## src/hdl/cbe_pkg.sv

```systemverilog
`default_nettype none
package cbe_pkg;

    localparam int FB = 15;
    localparam logic signed [23:0] QONE = 24'sd32768;

    localparam logic [2:0] MODE_LINEAR      = 3'd0;
    localparam logic [2:0] MODE_EASE        = 3'd1;
    localparam logic [2:0] MODE_EASE_IN     = 3'd2;
    localparam logic [2:0] MODE_EASE_OUT    = 3'd3;
    localparam logic [2:0] MODE_EASE_IN_OUT = 3'd4;
    localparam logic [2:0] MODE_CUSTOM      = 3'd5;

    localparam logic [2:0] REG_MODE = 3'd0;
    localparam logic [2:0] REG_X1   = 3'd1;
    localparam logic [2:0] REG_Y1   = 3'd2;
    localparam logic [2:0] REG_X2   = 3'd3;
    localparam logic [2:0] REG_Y2   = 3'd4;

    // preset control points, rounded to nearest at q.15
    localparam logic signed [23:0] Q_0P25 = 24'sd8192;
    localparam logic signed [23:0] Q_0P10 = 24'sd3277;
    localparam logic signed [23:0] Q_0P42 = 24'sd13763;
    localparam logic signed [23:0] Q_0P58 = 24'sd19005;

    typedef enum logic [3:0] {
        ST_IDLE, ST_SETUP, ST_MUL, ST_SEQ, ST_DIV, ST_UPD, ST_OUT
    } t_state;

    // round-to-nearest q product, ties away from zero
    function automatic logic signed [23:0] rnd_q(input logic signed [47:0] p);
        logic [47:0] a;
        logic [47:0] r;
        begin
            a = p[47] ? 48'(-p) : 48'(p);
            r = (a + 48'(1 << (FB - 1))) >> FB;
            rnd_q = p[47] ? -24'(r) : 24'(r);
        end
    endfunction

endpackage
`default_nettype wire

```

## src/hdl/cbe_if.sv

```systemverilog
`default_nettype none
interface cbe_stream_if #(parameter int W = 17);
    logic         valid;
    logic         ready;
    logic [W-1:0] data;
    modport source (output valid, output data, input ready);
    modport sink (input valid, input data, output ready);
endinterface

interface cbe_cfg_if;
    logic        valid;
    logic        ready;
    logic [2:0]  index;
    logic [17:0] data;
    modport source (output valid, output index, output data, input ready);
    modport sink (input valid, input index, input data, output ready);
endinterface
`default_nettype wire

```

## src/hdl/cubic_bezier_easing_core.sv

```systemverilog
`default_nettype none
// channel   dir   payload          handshake
// cfg       in    index[2:0],data  valid/ready, ready always high
// t         in    t_in  s17 q.15   valid/ready
// y         out   y_out s18 q.15   valid/ready, one result per item
//
// one item at a time through a single 24x24 multiplier and a restoring radix-2 divider
// an end point or the identity curve: ST_SETUP goes straight to ST_OUT, with no iteration
// each newton step: x multiplies, a decision, dx multiplies, a decision, a divide and an update
// the final y evaluation reuses the multiplier, then ST_OUT registers the result;
// iteration stops after NEWTON_STEPS steps, or earlier on zero error or a flat derivative
// reset restores the register defaults and empties the result register
// while a result waits unreturned, no new item is taken
module cubic_bezier_easing_core
    import cbe_pkg::*;
#(
    parameter int NEWTON_STEPS = 8
) (
    input  wire   i_clk,
    input  wire   i_rst_n,
    cbe_cfg_if.sink    cfg,
    cbe_stream_if.sink t_in_ch,
    cbe_stream_if.source y_out_ch
);

    localparam int IW = $clog2(NEWTON_STEPS + 1);

    logic [2:0]         r_mode;
    logic [15:0]        r_cx1, r_cx2;
    logic signed [17:0] r_cy1, r_cy2;

    // configuration registers
    assign cfg.ready = 1'b1;
    always_ff @(posedge i_clk) begin
        if (!i_rst_n) begin
            r_mode <= MODE_LINEAR;
            r_cx1  <= 16'd8192;
            r_cy1  <= 18'sd3277;
            r_cx2  <= 16'd8192;
            r_cy2  <= 18'sd32768;
        end else if (cfg.valid) begin
            unique case (cfg.index)
                REG_MODE: r_mode <= cfg.data[2:0];
                REG_X1:   r_cx1  <= cfg.data[15:0];
                REG_Y1:   r_cy1  <= cfg.data;
                REG_X2:   r_cx2  <= cfg.data[15:0];
                REG_Y2:   r_cy2  <= cfg.data;
                default: ;
            endcase
        end
    end

    t_state r_st, n_st;
    logic signed [23:0] r_t, r_s, r_x1, r_y1, r_x2, r_y2;
    logic signed [23:0] r_acc;           // x or y accumulator
    logic signed [23:0] r_dx;            // derivative accumulator
    logic signed [23:0] r_s2, r_om2, r_os, r_tmp;
    logic [3:0]         r_op;            // multiply sequence step
    logic               r_final;         // evaluating y rather than x
    logic [IW-1:0]      r_it;
    logic signed [17:0] r_y;
    logic               r_yv;
    // divider
    logic [39:0]        r_num;
    logic [23:0]        r_den;
    logic [40:0]        r_rem;
    logic [39:0]        r_quo;
    logic [5:0]         r_dcnt;
    logic               r_neg;

    logic signed [23:0] ma, mb;
    logic signed [47:0] mp;
    logic signed [23:0] mq, om;
    assign om = QONE - r_s;

    // operand selection for the shared multiplier
    always_comb begin
        ma = r_s;
        mb = r_s;
        case (r_op)
            4'd0: begin ma = r_s;   mb = r_s;   end          // s2
            4'd1: begin ma = r_s2;  mb = r_s;   end          // s3
            4'd2: begin ma = om;    mb = om;    end          // om2
            4'd3: begin ma = r_om2; mb = r_s;   end          // b1/3
            4'd4: begin ma = om;    mb = r_s2;  end          // b2/3
            4'd5: begin ma = r_tmp; mb = r_final ? r_y1 : r_x1; end
            4'd6: begin ma = r_tmp; mb = r_final ? r_y2 : r_x2; end
            4'd7: begin ma = r_om2; mb = r_x1;  end
            4'd8: begin ma = om;    mb = r_s;   end
            4'd9: begin ma = r_os;  mb = r_x2 - r_x1; end
            4'd10: begin ma = r_s2; mb = QONE - r_x2; end
            default: ;
        endcase
    end
    assign mp = ma * mb;
    assign mq = rnd_q(mp);

    logic signed [23:0] b1s, b2s;   // bernstein weights from the product
    logic signed [23:0] r_b2;
    assign b1s = 24'(3) * mq;
    assign b2s = 24'(3) * mq;

    logic signed [23:0] tc;
    logic signed [16:0] tin;
    assign tin = t_in_ch.data;
    assign tc = (tin < 0) ? 24'sd0 : ((24'(tin) > QONE) ? QONE : 24'(tin));

    logic signed [23:0] err;
    assign err = r_acc - r_t;

    // newton update, wide enough for a quotient from a tiny derivative
    logic signed [41:0] qs, sd;
    logic signed [23:0] sn;
    assign qs = r_neg ? -$signed({2'b00, r_quo}) : $signed({2'b00, r_quo});
    assign sd = 42'(r_s) - qs;
    assign sn = (sd < 0) ? 24'sd0 : ((sd > 42'(QONE)) ? QONE : 24'(sd));

    logic [40:0] dsub;
    assign dsub = {r_rem[39:0], r_num[39]} - {17'd0, r_den};

    logic signed [23:0] yc;
    assign yc = (r_acc < -24'sd65536) ? -24'sd65536 :
                ((r_acc > 24'sd131071) ? 24'sd131071 : r_acc);

    assign t_in_ch.ready  = (r_st == ST_IDLE) && !r_yv;
    assign y_out_ch.valid = r_yv;
    assign y_out_ch.data  = r_y;

    always_ff @(posedge i_clk) begin
        if (!i_rst_n) r_st <= ST_IDLE;
        else          r_st <= n_st;
    end

    always_comb begin
        n_st = r_st;
        unique case (r_st)
            ST_IDLE:  if (t_in_ch.valid && !r_yv) n_st = ST_SETUP;
            ST_SETUP: begin
                if (r_t <= 0 || r_t >= QONE || (r_x1 == r_y1 && r_x2 == r_y2))
                    n_st = ST_OUT;
                else
                    n_st = ST_MUL;
            end
            ST_MUL: begin
                if (r_op == 4'd6)       n_st = r_final ? ST_OUT : ST_SEQ;
                else if (r_op == 4'd10) n_st = ST_SEQ;
            end
            ST_SEQ: begin
                if (r_op == 4'd10 && r_dx != 0) n_st = ST_DIV;
                else                            n_st = ST_MUL;
            end
            ST_DIV:   if (r_dcnt == 6'd40) n_st = ST_UPD;
            ST_UPD:   n_st = ST_MUL;
            ST_OUT:   n_st = ST_IDLE;
            default:  n_st = ST_IDLE;
        endcase
    end

    // datapath; one multiply per ST_MUL cycle, ST_SEQ decides after x and after dx
    always_ff @(posedge i_clk) begin
        if (!i_rst_n) begin
            r_yv <= 1'b0;
        end else begin
            if (y_out_ch.valid && y_out_ch.ready) r_yv <= 1'b0;
            unique case (r_st)
                ST_IDLE: if (t_in_ch.valid && !r_yv) begin
                    r_t <= tc;
                    r_s <= tc;
                    r_acc <= tc;
                    r_op <= 4'd0;
                    r_final <= 1'b0;
                    r_it <= '0;
                    unique case (r_mode)
                        MODE_EASE: begin
                            r_x1 <= Q_0P25; r_y1 <= Q_0P10;
                            r_x2 <= Q_0P25; r_y2 <= QONE;
                        end
                        MODE_EASE_IN: begin
                            r_x1 <= Q_0P42; r_y1 <= '0; r_x2 <= QONE; r_y2 <= QONE;
                        end
                        MODE_EASE_OUT: begin
                            r_x1 <= '0; r_y1 <= '0; r_x2 <= Q_0P58; r_y2 <= QONE;
                        end
                        MODE_EASE_IN_OUT: begin
                            r_x1 <= Q_0P42; r_y1 <= '0; r_x2 <= Q_0P58; r_y2 <= QONE;
                        end
                        MODE_CUSTOM: begin
                            r_x1 <= (r_cx1 > 16'd32768) ? QONE : 24'(r_cx1);
                            r_x2 <= (r_cx2 > 16'd32768) ? QONE : 24'(r_cx2);
                            r_y1 <= 24'(r_cy1);
                            r_y2 <= 24'(r_cy2);
                        end
                        default: begin
                            r_x1 <= '0; r_y1 <= '0; r_x2 <= '0; r_y2 <= '0;
                        end
                    endcase
                end
                ST_SETUP: begin
                    if (r_t <= 0) r_acc <= '0;
                    else if (r_t >= QONE) r_acc <= QONE;
                end
                ST_MUL: begin
                    case (r_op)
                        4'd0: r_s2 <= mq;
                        4'd1: r_acc <= mq;
                        4'd2: r_om2 <= mq;
                        4'd3: r_tmp <= b1s;
                        4'd4: r_b2 <= b2s;
                        4'd5: begin r_acc <= r_acc + mq; r_tmp <= r_b2; end
                        4'd6: r_acc <= r_acc + mq;
                        4'd7: r_dx <= 24'(3) * mq;
                        4'd8: r_os <= mq;
                        4'd9: r_dx <= r_dx + 24'(6) * mq;
                        4'd10: r_dx <= r_dx + 24'(3) * mq;
                        default: ;
                    endcase
                    // steps 6 and 10 hand over to the sequencer, step 6 to ST_OUT when final
                    if (r_op != 4'd6 && r_op != 4'd10) r_op <= r_op + 4'd1;
                end
                ST_SEQ: begin
                    if (r_op == 4'd6) begin
                        // converged: evaluate y at the current point
                        if (err == 0) begin
                            r_final <= 1'b1; r_op <= 4'd0;
                        end else begin
                            r_op <= 4'd7;
                        end
                    end else if (r_dx == 0) begin
                        // flat derivative: stop iterating
                        r_final <= 1'b1; r_op <= 4'd0;
                    end else begin
                        r_neg <= (err < 0) != (r_dx < 0);
                        r_num <= 40'((err < 0 ? -err : err)) << FB;
                        r_den <= r_dx < 0 ? -r_dx : r_dx;
                        r_rem <= '0;
                        r_quo <= '0;
                        r_dcnt <= '0;
                    end
                end
                ST_DIV: begin
                    if (r_dcnt == 6'd40) begin
                        // round to nearest: compare remainder against half divisor
                        if ({r_rem[39:0], 1'b0} >= {17'd0, r_den})
                            r_quo <= r_quo + 40'd1;
                    end else begin
                        if (!dsub[40]) begin
                            r_rem <= dsub;
                            r_quo <= {r_quo[38:0], 1'b1};
                        end else begin
                            r_rem <= {r_rem[39:0], r_num[39]};
                            r_quo <= {r_quo[38:0], 1'b0};
                        end
                        r_num <= r_num << 1;
                        r_dcnt <= r_dcnt + 6'd1;
                    end
                end
                ST_UPD: begin
                    r_s <= sn;
                    r_op <= 4'd0;
                    r_it <= r_it + IW'(1);
                    if (r_it + IW'(1) == IW'(NEWTON_STEPS)) r_final <= 1'b1;
                end
                ST_OUT: begin
                    r_y <= 18'(yc);
                    r_yv <= 1'b1;
                end
                default: ;
            endcase
        end
    end

    assert property (@(posedge i_clk) disable iff (!i_rst_n)
        (r_st == ST_OUT) |=> r_yv)
        else $error("result not registered");
    assert property (@(posedge i_clk) disable iff (!i_rst_n)
        t_in_ch.ready |-> !r_yv)
        else $error("input taken while result pending");
    assert property (@(posedge i_clk) disable iff (!i_rst_n)
        (r_st == ST_UPD) |-> (sn >= 0 && sn <= QONE))
        else $error("newton point out of range");
    assert property (@(posedge i_clk) disable iff (!i_rst_n)
        (r_st == ST_DIV) |-> !r_final)
        else $error("divide during final evaluation");

endmodule
`default_nettype wire

```

## src/flat_wrapper.sv

```systemverilog
// flat-port wrapper written by rule: the top's interface ports become plain ports
module cubic_bezier_easing_core_flat import cbe_pkg::*;
#(
    parameter int NEWTON_STEPS = 8
)
  (i_clk, i_rst_n, cfg_valid, cfg_index, cfg_data, cfg_ready, t_in_ch_valid, t_in_ch_data, t_in_ch_ready, y_out_ch_valid, y_out_ch_data, y_out_ch_ready);
  cbe_cfg_if cfg_i ();
  cbe_stream_if #(.W(17)) t_in_ch_i ();
  cbe_stream_if #(.W(18)) y_out_ch_i ();
  input  wire i_clk;
  input  wire i_rst_n;
  input wire logic [$bits(cfg_i.valid)-1:0] cfg_valid;
  input wire logic [$bits(cfg_i.index)-1:0] cfg_index;
  input wire logic [$bits(cfg_i.data)-1:0] cfg_data;
  output wire logic [$bits(cfg_i.ready)-1:0] cfg_ready;
  input wire logic [$bits(t_in_ch_i.valid)-1:0] t_in_ch_valid;
  input wire logic [$bits(t_in_ch_i.data)-1:0] t_in_ch_data;
  output wire logic [$bits(t_in_ch_i.ready)-1:0] t_in_ch_ready;
  output wire logic [$bits(y_out_ch_i.valid)-1:0] y_out_ch_valid;
  output wire logic [$bits(y_out_ch_i.data)-1:0] y_out_ch_data;
  input wire logic [$bits(y_out_ch_i.ready)-1:0] y_out_ch_ready;
  assign cfg_i.valid = cfg_valid;
  assign cfg_i.index = cfg_index;
  assign cfg_i.data = cfg_data;
  assign cfg_ready = cfg_i.ready;
  assign t_in_ch_i.valid = t_in_ch_valid;
  assign t_in_ch_i.data = t_in_ch_data;
  assign t_in_ch_ready = t_in_ch_i.ready;
  assign y_out_ch_valid = y_out_ch_i.valid;
  assign y_out_ch_data = y_out_ch_i.data;
  assign y_out_ch_i.ready = y_out_ch_ready;
  cubic_bezier_easing_core #(.NEWTON_STEPS(NEWTON_STEPS)) u_core (.i_clk(i_clk), .i_rst_n(i_rst_n), .cfg(cfg_i), .t_in_ch(t_in_ch_i), .y_out_ch(y_out_ch_i));
endmodule
```

## config.mk

```make
export PLATFORM = sky130hd
export DESIGN_NAME = cubic_bezier_easing_core_flat
export DESIGN_NICKNAME = d
export VERILOG_FILES = /design/src/hdl/cbe_pkg.sv /design/src/hdl/cbe_if.sv /design/src/hdl/cubic_bezier_easing_core.sv /design/src/flat_wrapper.sv
export SDC_FILE = /design/constraint.sdc
export NUM_CORES = 2
export LEC_CHECK = 0
export BUFFER_PORTS_ARGS = -buffer_cell sky130_fd_sc_hd__buf_2
export CAP_MARGIN = 20
export CORE_MARGIN = 10
export CORE_UTILIZATION = 33
export DETAILED_ROUTE_END_ITERATION = 7
export GPL_ROUTABILITY_DRIVEN = 1
export PLACE_DENSITY_LB_ADDON = 0.12
export SYNTH_ARGS = -nofsm -noshare
export SYNTH_HDL_FRONTEND = slang
export SYNTH_SLANG_ARGS = --single-unit
```

## constraint.sdc

```tcl
create_clock -name i_clk -period 36.9 [get_ports i_clk]
set_clock_uncertainty 0.15 [all_clocks]
set_input_delay 7.38 -clock i_clk [delete_from_list [all_inputs] [get_ports i_clk]]
set_output_delay 7.38 -clock i_clk [all_outputs]
set_load 0.005 [all_outputs]
```

### Word-level counts from Yosys, hierarchy flattened

Index checks and enable logic that the tools add are counted.

* output and inout bits: 21
* flip-flop bits (word level): 566
* input bits: 43

* eq/ne operators: 45
* reductions and logical operators: 52
* bitwise gates (word level): 2
* add/sub/neg operators: 19
* $lt $le $gt $ge: 13
* multipliers: 3
* multiplexer cells: 70

Operators by type and width (number)
* two-way mux 40 bit: 11
* two-way mux 24 bit: 11
* case mux 24 bit (2 select lines): 5
* case mux 40 bit (2 select lines): 3
* case mux 24 bit (3 select lines): 3
* case mux 24 bit (7 select lines): 1
* case mux 24 bit (5 select lines): 1
* case mux 24 bit (4 select lines): 1
* adder 24 bit: 3
* logical NOT 32 bit: 2
* == test 24 bit: 2
* less-than comparator 24 x 1 -> 1 bit, second input constant: 2
* multiplier 24 x 24 -> 48 bit: 1
* negation 24 bit: 2
* subtractor 17 x 24 -> 24 bit, first input constant: 2
* subtractor 24 bit: 2
* > comparator 42 x 17 -> 1 bit, second input constant: 1
* less-than comparator 42 x 1 -> 1 bit, second input constant: 1
* two-way mux 42 bit: 1
* negation 40 -> 42 bit: 1
* subtractor 24 x 42 -> 42 bit: 1
* greater-or-equal comparator 41 x 24 -> 1 bit: 1
* subtractor 41 x 24 -> 41 bit: 1
* adder 40 x 1 -> 40 bit, second input constant: 1
* 60 further kinds: 144

### Logic depth before layout (Yosys ltp)

* depth in word-level cells: 12
* gate-level depth with buffers: 85
* mapped depth without buffers: 79

### Least setup slack after synthesis

OpenSTA, ideal clock, no wires.

* path type: flip-flop to flip-flop
* start: register u_core.r_s[2]
* end: register u_core.r_dx[23] (data pin)
* data arrival time: 18.731 ns
* setup time: 0.264 ns
* path slack: 17.755 ns
* period minus slack after synthesis: 19.145 ns
* cell stages (with the launch flop): 72
* path through: edfxtp_1 or3_1 or3_1 clkbuf_1 or3_1 or3_1 or3_1 or3_1 clkbuf_1 a2111oi_0 nand2b_1 or4_1 xor2_1 a221o_1 clkbuf_1 nand2_1 inv_1 fa_1 [... 36 more ...] o21ai_0 a21boi_0 o21ai_0 a21boi_0 o21a_1 nor2_1 xnor2_1 ha_1 or3_1 o21ai_0 a21oi_1 a41o_1 o41ai_1 o21bai_1 a21oi_1 xnor2_1 xnor2_1 o21ai_1

* word-level cells in the longest chain between the ends: 11

RTL lines
* start: declaration: line cubic_bezier_easing_core.sv:54 `logic signed [23:0] r_t, r_s, r_x1, r_y1, r_x2, r_y2;`
* start signal: assignment: line cubic_bezier_easing_core.sv:168 `r_s <= tc;`
* start signal: assignment: line cubic_bezier_easing_core.sv:258 `r_s <= sn;`
* subtractor 17 x 24 -> 24 bit: line cubic_bezier_easing_core.sv:74 `assign om = QONE - r_s;`
* case mux 24 bit (7 select lines) or case mux 24 bit (5 select lines) (tied branches): line cubic_bezier_easing_core.sv:80 `case (r_op)`
* multiplier 24 x 24 -> 48 bit *: line cubic_bezier_easing_core.sv:95 `assign mp = ma * mb;`
* negation 39 bit: line cbe_pkg.sv:35 `a = p[47] ? 48'(-p) : 48'(p);`
* two-way mux 39 bit: line cbe_pkg.sv:35
* adder 39 x 15 -> 39 bit: line cbe_pkg.sv:36 `r = (a + 48'(1 << (FB - 1))) >> FB;`
* negation 24 bit: line cbe_pkg.sv:37 `rnd_q = p[47] ? -24'(r) : 24'(r);`
* two-way mux 24 bit *: line cbe_pkg.sv:37
* net u_core.mq[5]: line cubic_bezier_easing_core.sv:73 `logic signed [23:0] mq, om;`
* multiplier 3 x 24 -> 24 bit *
* net u_core.b1s[14]: line cubic_bezier_easing_core.sv:98 `logic signed [23:0] b1s, b2s;`
* adder 24 bit *: line cubic_bezier_easing_core.sv:214 `4'd10: r_dx <= r_dx + 24'(3) * mq;`
* case mux 24 bit (3 select lines) *: line cubic_bezier_easing_core.sv:203 `case (r_op)`
* end signal: assignment: line cubic_bezier_easing_core.sv:211 `4'd7: r_dx <= 24'(3) * mq;`
* end signal: assignment: line cubic_bezier_easing_core.sv:213 `4'd9: r_dx <= r_dx + 24'(6) * mq;`
* end signal: assignment: line cubic_bezier_easing_core.sv:214
* end: declaration: line cubic_bezier_easing_core.sv:56 `logic signed [23:0] r_dx;`

The timed path passes the listed nets; every way through them passes the cells marked *.
A chain may end at the register's enable or synchronous reset.

### Worst setup path after layout

Ends and elaborated chain as after synthesis.

==> results.toml <==
[global_routing]
grt_pass1_vias = 46617
antenna_violations_before_repair = 11
grt_first_pass_wirelength_um = 303000
maximum_number_of_pins_on_one_net_before_global_route_repair = 73
gr-total-overflow = 0
grt_usage = 0.204

[routing]
via_per_inst = 5.24
drt_wl_total_um = 199000
pre_repair_dr_iteration_count = 6
drt.antenna.violating_nets = 0
routed-via-count = 46179
routed_wire_length_per_instance_um = 22.7
detail_route.iter0.violations = 3279
route.detailed.drc = 0

[timing]
setup_violations = 0
drv_slew = 0
finalCriticalPeriod_ns = 21.28
timing_worst_slew_pin_value_ns = 1.14
setup_ws_ns = 15.62
rsz_0062_raised_after_global_routing = "no"
max_clock_freq_mhz = 47.0
final.period_utilization = 0.577
finalHoldViolations = 0
setup_total_negative_slack_ns = 0
relSlewSlack = 0.237

[setup_path]
critical_path_buf_inv_count = 6
critical_path.max_fanout = 41
worstSetupEndpointType = "register"
start_kind = "register"
worst-endpoint-arrival_ns = 21.54
critical-path-slowest-cell = "sky130_fd_sc_hd__fa_1"
cp_common_cell = "sky130_fd_sc_hd__or3_1"
cpPeakStageDelay_ns = 1.04
crit_type = "register to register"
cp_top_family = "adder cells"
crit_required_ns = 37.16

[floorplanning]
io_pins = 64
die_area_sq_um = 193000
row_count = 153
core_sq_um = 174000
die_h_um = 439
die_width_um = 439
initial_utilization = 0.333

[cts]
ctsResizeCount = 0
cts-htree-levels = 2
ctsHoldBuffers = 0
clk-insertion-delay-late_ns = 0.71
clk_pin_slew_worst_paths_ns = 0.06
clock-root-buffer = "sky130_fd_sc_hd__clkbuf_16"
cts_sinks = 514
post_cts_buffers = 0
cts_inserted_buffers = 61
tritoncts = "built"
clock_path_buffers = 3

[synth]
syn-cell-area_sq_um = 58000
synth.yosys.warnings = 0
netlist-cell-type-count = 105
post_synth_inst_count = 6465
synth_ff_type = "sky130_fd_sc_hd__edfxtp_1"
async_flop_share = 0
synth.yosys.seq_area_share = 0.253
synth_enable_flop_cells = 439
synthesized_flop_and_latch_total = 514
post_synth.cell_area_avg_sq_um = 8.97

[place]
port-buffer-count = 62
gp_congestion = 0.882
place_ws_ns = 15.71
detailedPlacementHpwl_um = 152000

[job]
drv.max_cap_violation_count = 0

[finish]
growth_of_design_area_from_synthesis_to_finish_pct = 9.19
num-nets-final = 7444
drive_gt1_frac = 0.0608

[worst_hold_path]
min_path_type = "register to register"

[status]
run_status = "completed"
==> final timing paths <==
check | start | end | slack (ns) | cells after the start
max reg2reg | u_core.r_s[2] | u_core.r_dx[23] | 15.62 | 66
max | u_core.r_s[2] | u_core.r_dx[23] | 15.62 | 66
min reg2reg | u_core.r_cy2[0] | u_core.r_cy2[0] | 0.31 | 2
min | u_core.r_cy2[0] | u_core.r_cy2[0] | 0.31 | 2
==> worst min-delay path, stage by stage (launching register included) <==
cell and delay, ns:
sky130_fd_sc_hd__dfxtp_1 0.30, sky130_fd_sc_hd__nand2_1 0.04, sky130_fd_sc_hd__a21boi_0 0.06
==> synth_stat cells (all sizes together) (13+ instances only) <==
cell type | count | area, sq um
o21bai | 21 | 158
nand2 | 966 | 3630
buf | 26 | 136
inv | 872 | 3270
o22ai | 23 | 150
o41ai | 20 | 190
o21a | 36 | 270
a221oi | 25 | 225
a211oi | 35 | 280
or4 | 26 | 195
nand3 | 110 | 551
and3 | 43 | 269
a21oi | 264 | 1330
a21o | 66 | 495
dfxtp | 75 | 1500
or3 | 55 | 344
a22oi | 29 | 218
nor2 | 369 | 1390
fa | 616 | 12300
o2111ai | 14 | 123
o21ai | 285 | 1430
o31ai | 59 | 448
o211ai | 36 | 270
clkbuf | 268 | 1010
a31oi | 30 | 188
mux2i | 33 | 343
o31a | 14 | 123
ha | 356 | 4450
xor2 | 139 | 1220
xnor2 | 248 | 2170
edfxtp | 439 | 13200
or2 | 32 | 200
nor2b | 46 | 295
nand2b | 52 | 325
a221o | 13 | 130
nor4 | 54 | 338
nand4 | 51 | 319
and2 | 201 | 1260
a21boi | 105 | 788
nor3 | 113 | 566
a222oi | 27 | 270
a2111oi | 14 | 163
==> through the flow <==
step / hold slack, ns / std cells / utilization / instance area [sq um]
after floorplan: 0.289 / 6472 / - / 58000
after global placement: 0.298 / 8685 / 0.351 / 61300
after detailed placement: 0.305 / 8688 / 0.351 / 61300
after CTS: 0.314 / 8803 / 0.363 / 63300
after global routing: 0.333 / 8807 / 0.363 / 63400
final: 0.312 / 8807 / 0.363 / 63400
==> logic make-up (layout without fill, tap and decap cells) <==
kind of cell / after synthesis / in the layout / share of synthesized area
buffers and inverters: 1166 / 1175 / 0.0761
other: 2 / 10 / 0.000129
AOI/OAI and AO/OA: 1222 / 1222 / 0.142
and+or+nand+nor: 2162 / 2162 / 0.173
adders and majority gates: 972 / 972 / 0.289
DFF: 514 / 514 / 0.253
xor gates and xnor gates: 389 / 389 / 0.0592
muxes: 38 / 38 / 0.00694
==> cell type report <==
cell class                 instances  area [sq um]
sequential                       514         14700
fill                           17880        111000
timing repair buffer             188          1260
antenna                            1          2.50
clock buffer                      72          1600
clock inverter                    43           439
tap                             2325          2910
inverter                         872          3270
multi-input combinational       4792         39200
==> placed cells by master, fill, tap and decap left out, types with 61 or more instances in the layout <==
cell type,count
sky130_fd_sc_hd__nand3_1,106
sky130_fd_sc_hd__and2_1,201
sky130_fd_sc_hd__clkbuf_16,61
sky130_fd_sc_hd__a21o_1,66
sky130_fd_sc_hd__nor3_1,112
sky130_fd_sc_hd__xor2_1,139
sky130_fd_sc_hd__a21boi_0,104
sky130_fd_sc_hd__buf_2,62
sky130_fd_sc_hd__o21ai_0,272
sky130_fd_sc_hd__nor2_1,360
sky130_fd_sc_hd__nand2_1,964
sky130_fd_sc_hd__xnor2_1,247
sky130_fd_sc_hd__buf_4,123
sky130_fd_sc_hd__ha_1,356
sky130_fd_sc_hd__a21oi_1,259
sky130_fd_sc_hd__dfxtp_1,75
sky130_fd_sc_hd__fa_1,616
sky130_fd_sc_hd__edfxtp_1,439
sky130_fd_sc_hd__inv_1,872
==> per-layer routing <==
| layer | vias up | wire length, um | track usage |
|---|---|---|---|
| met1 | 23097 | 92000 | 0.281 |
| li1 | 21694 | - | - |
| met2 | 1088 | 91200 | 0.332 |
| met5 | - | 83 | 0 |
| met3 | 288 | 8750 | 0.0223 |
| met4 | 12 | 7520 | 0.0660 |
==> registers in the layout (all words and copies together) (netlist names), 6 cells and up <==
register / count
u_core.r_dcnt: 6
u_core.r_cy1: 18
u_core.r_quo: 40
u_core.r_x1: 16
u_core.r_om2: 24
u_core.r_rem: 40
u_core.r_b2: 24
u_core.r_os: 24
u_core.r_cy2: 18
u_core.r_cx2: 16
u_core.r_y2: 18
u_core.r_acc: 24
u_core.r_s2: 24
u_core.r_y1: 18
u_core.r_dx: 24
u_core.r_tmp: 24
u_core.r_num: 25
u_core.r_den: 24
u_core.r_x2: 16
u_core.r_t: 16
u_core.y_out_ch.data: 18
u_core.r_s: 24
u_core.r_cx1: 16
Power is not shown: default switching activity piles up to over one toggle a cycle in this logic, so the estimate is an artifact.
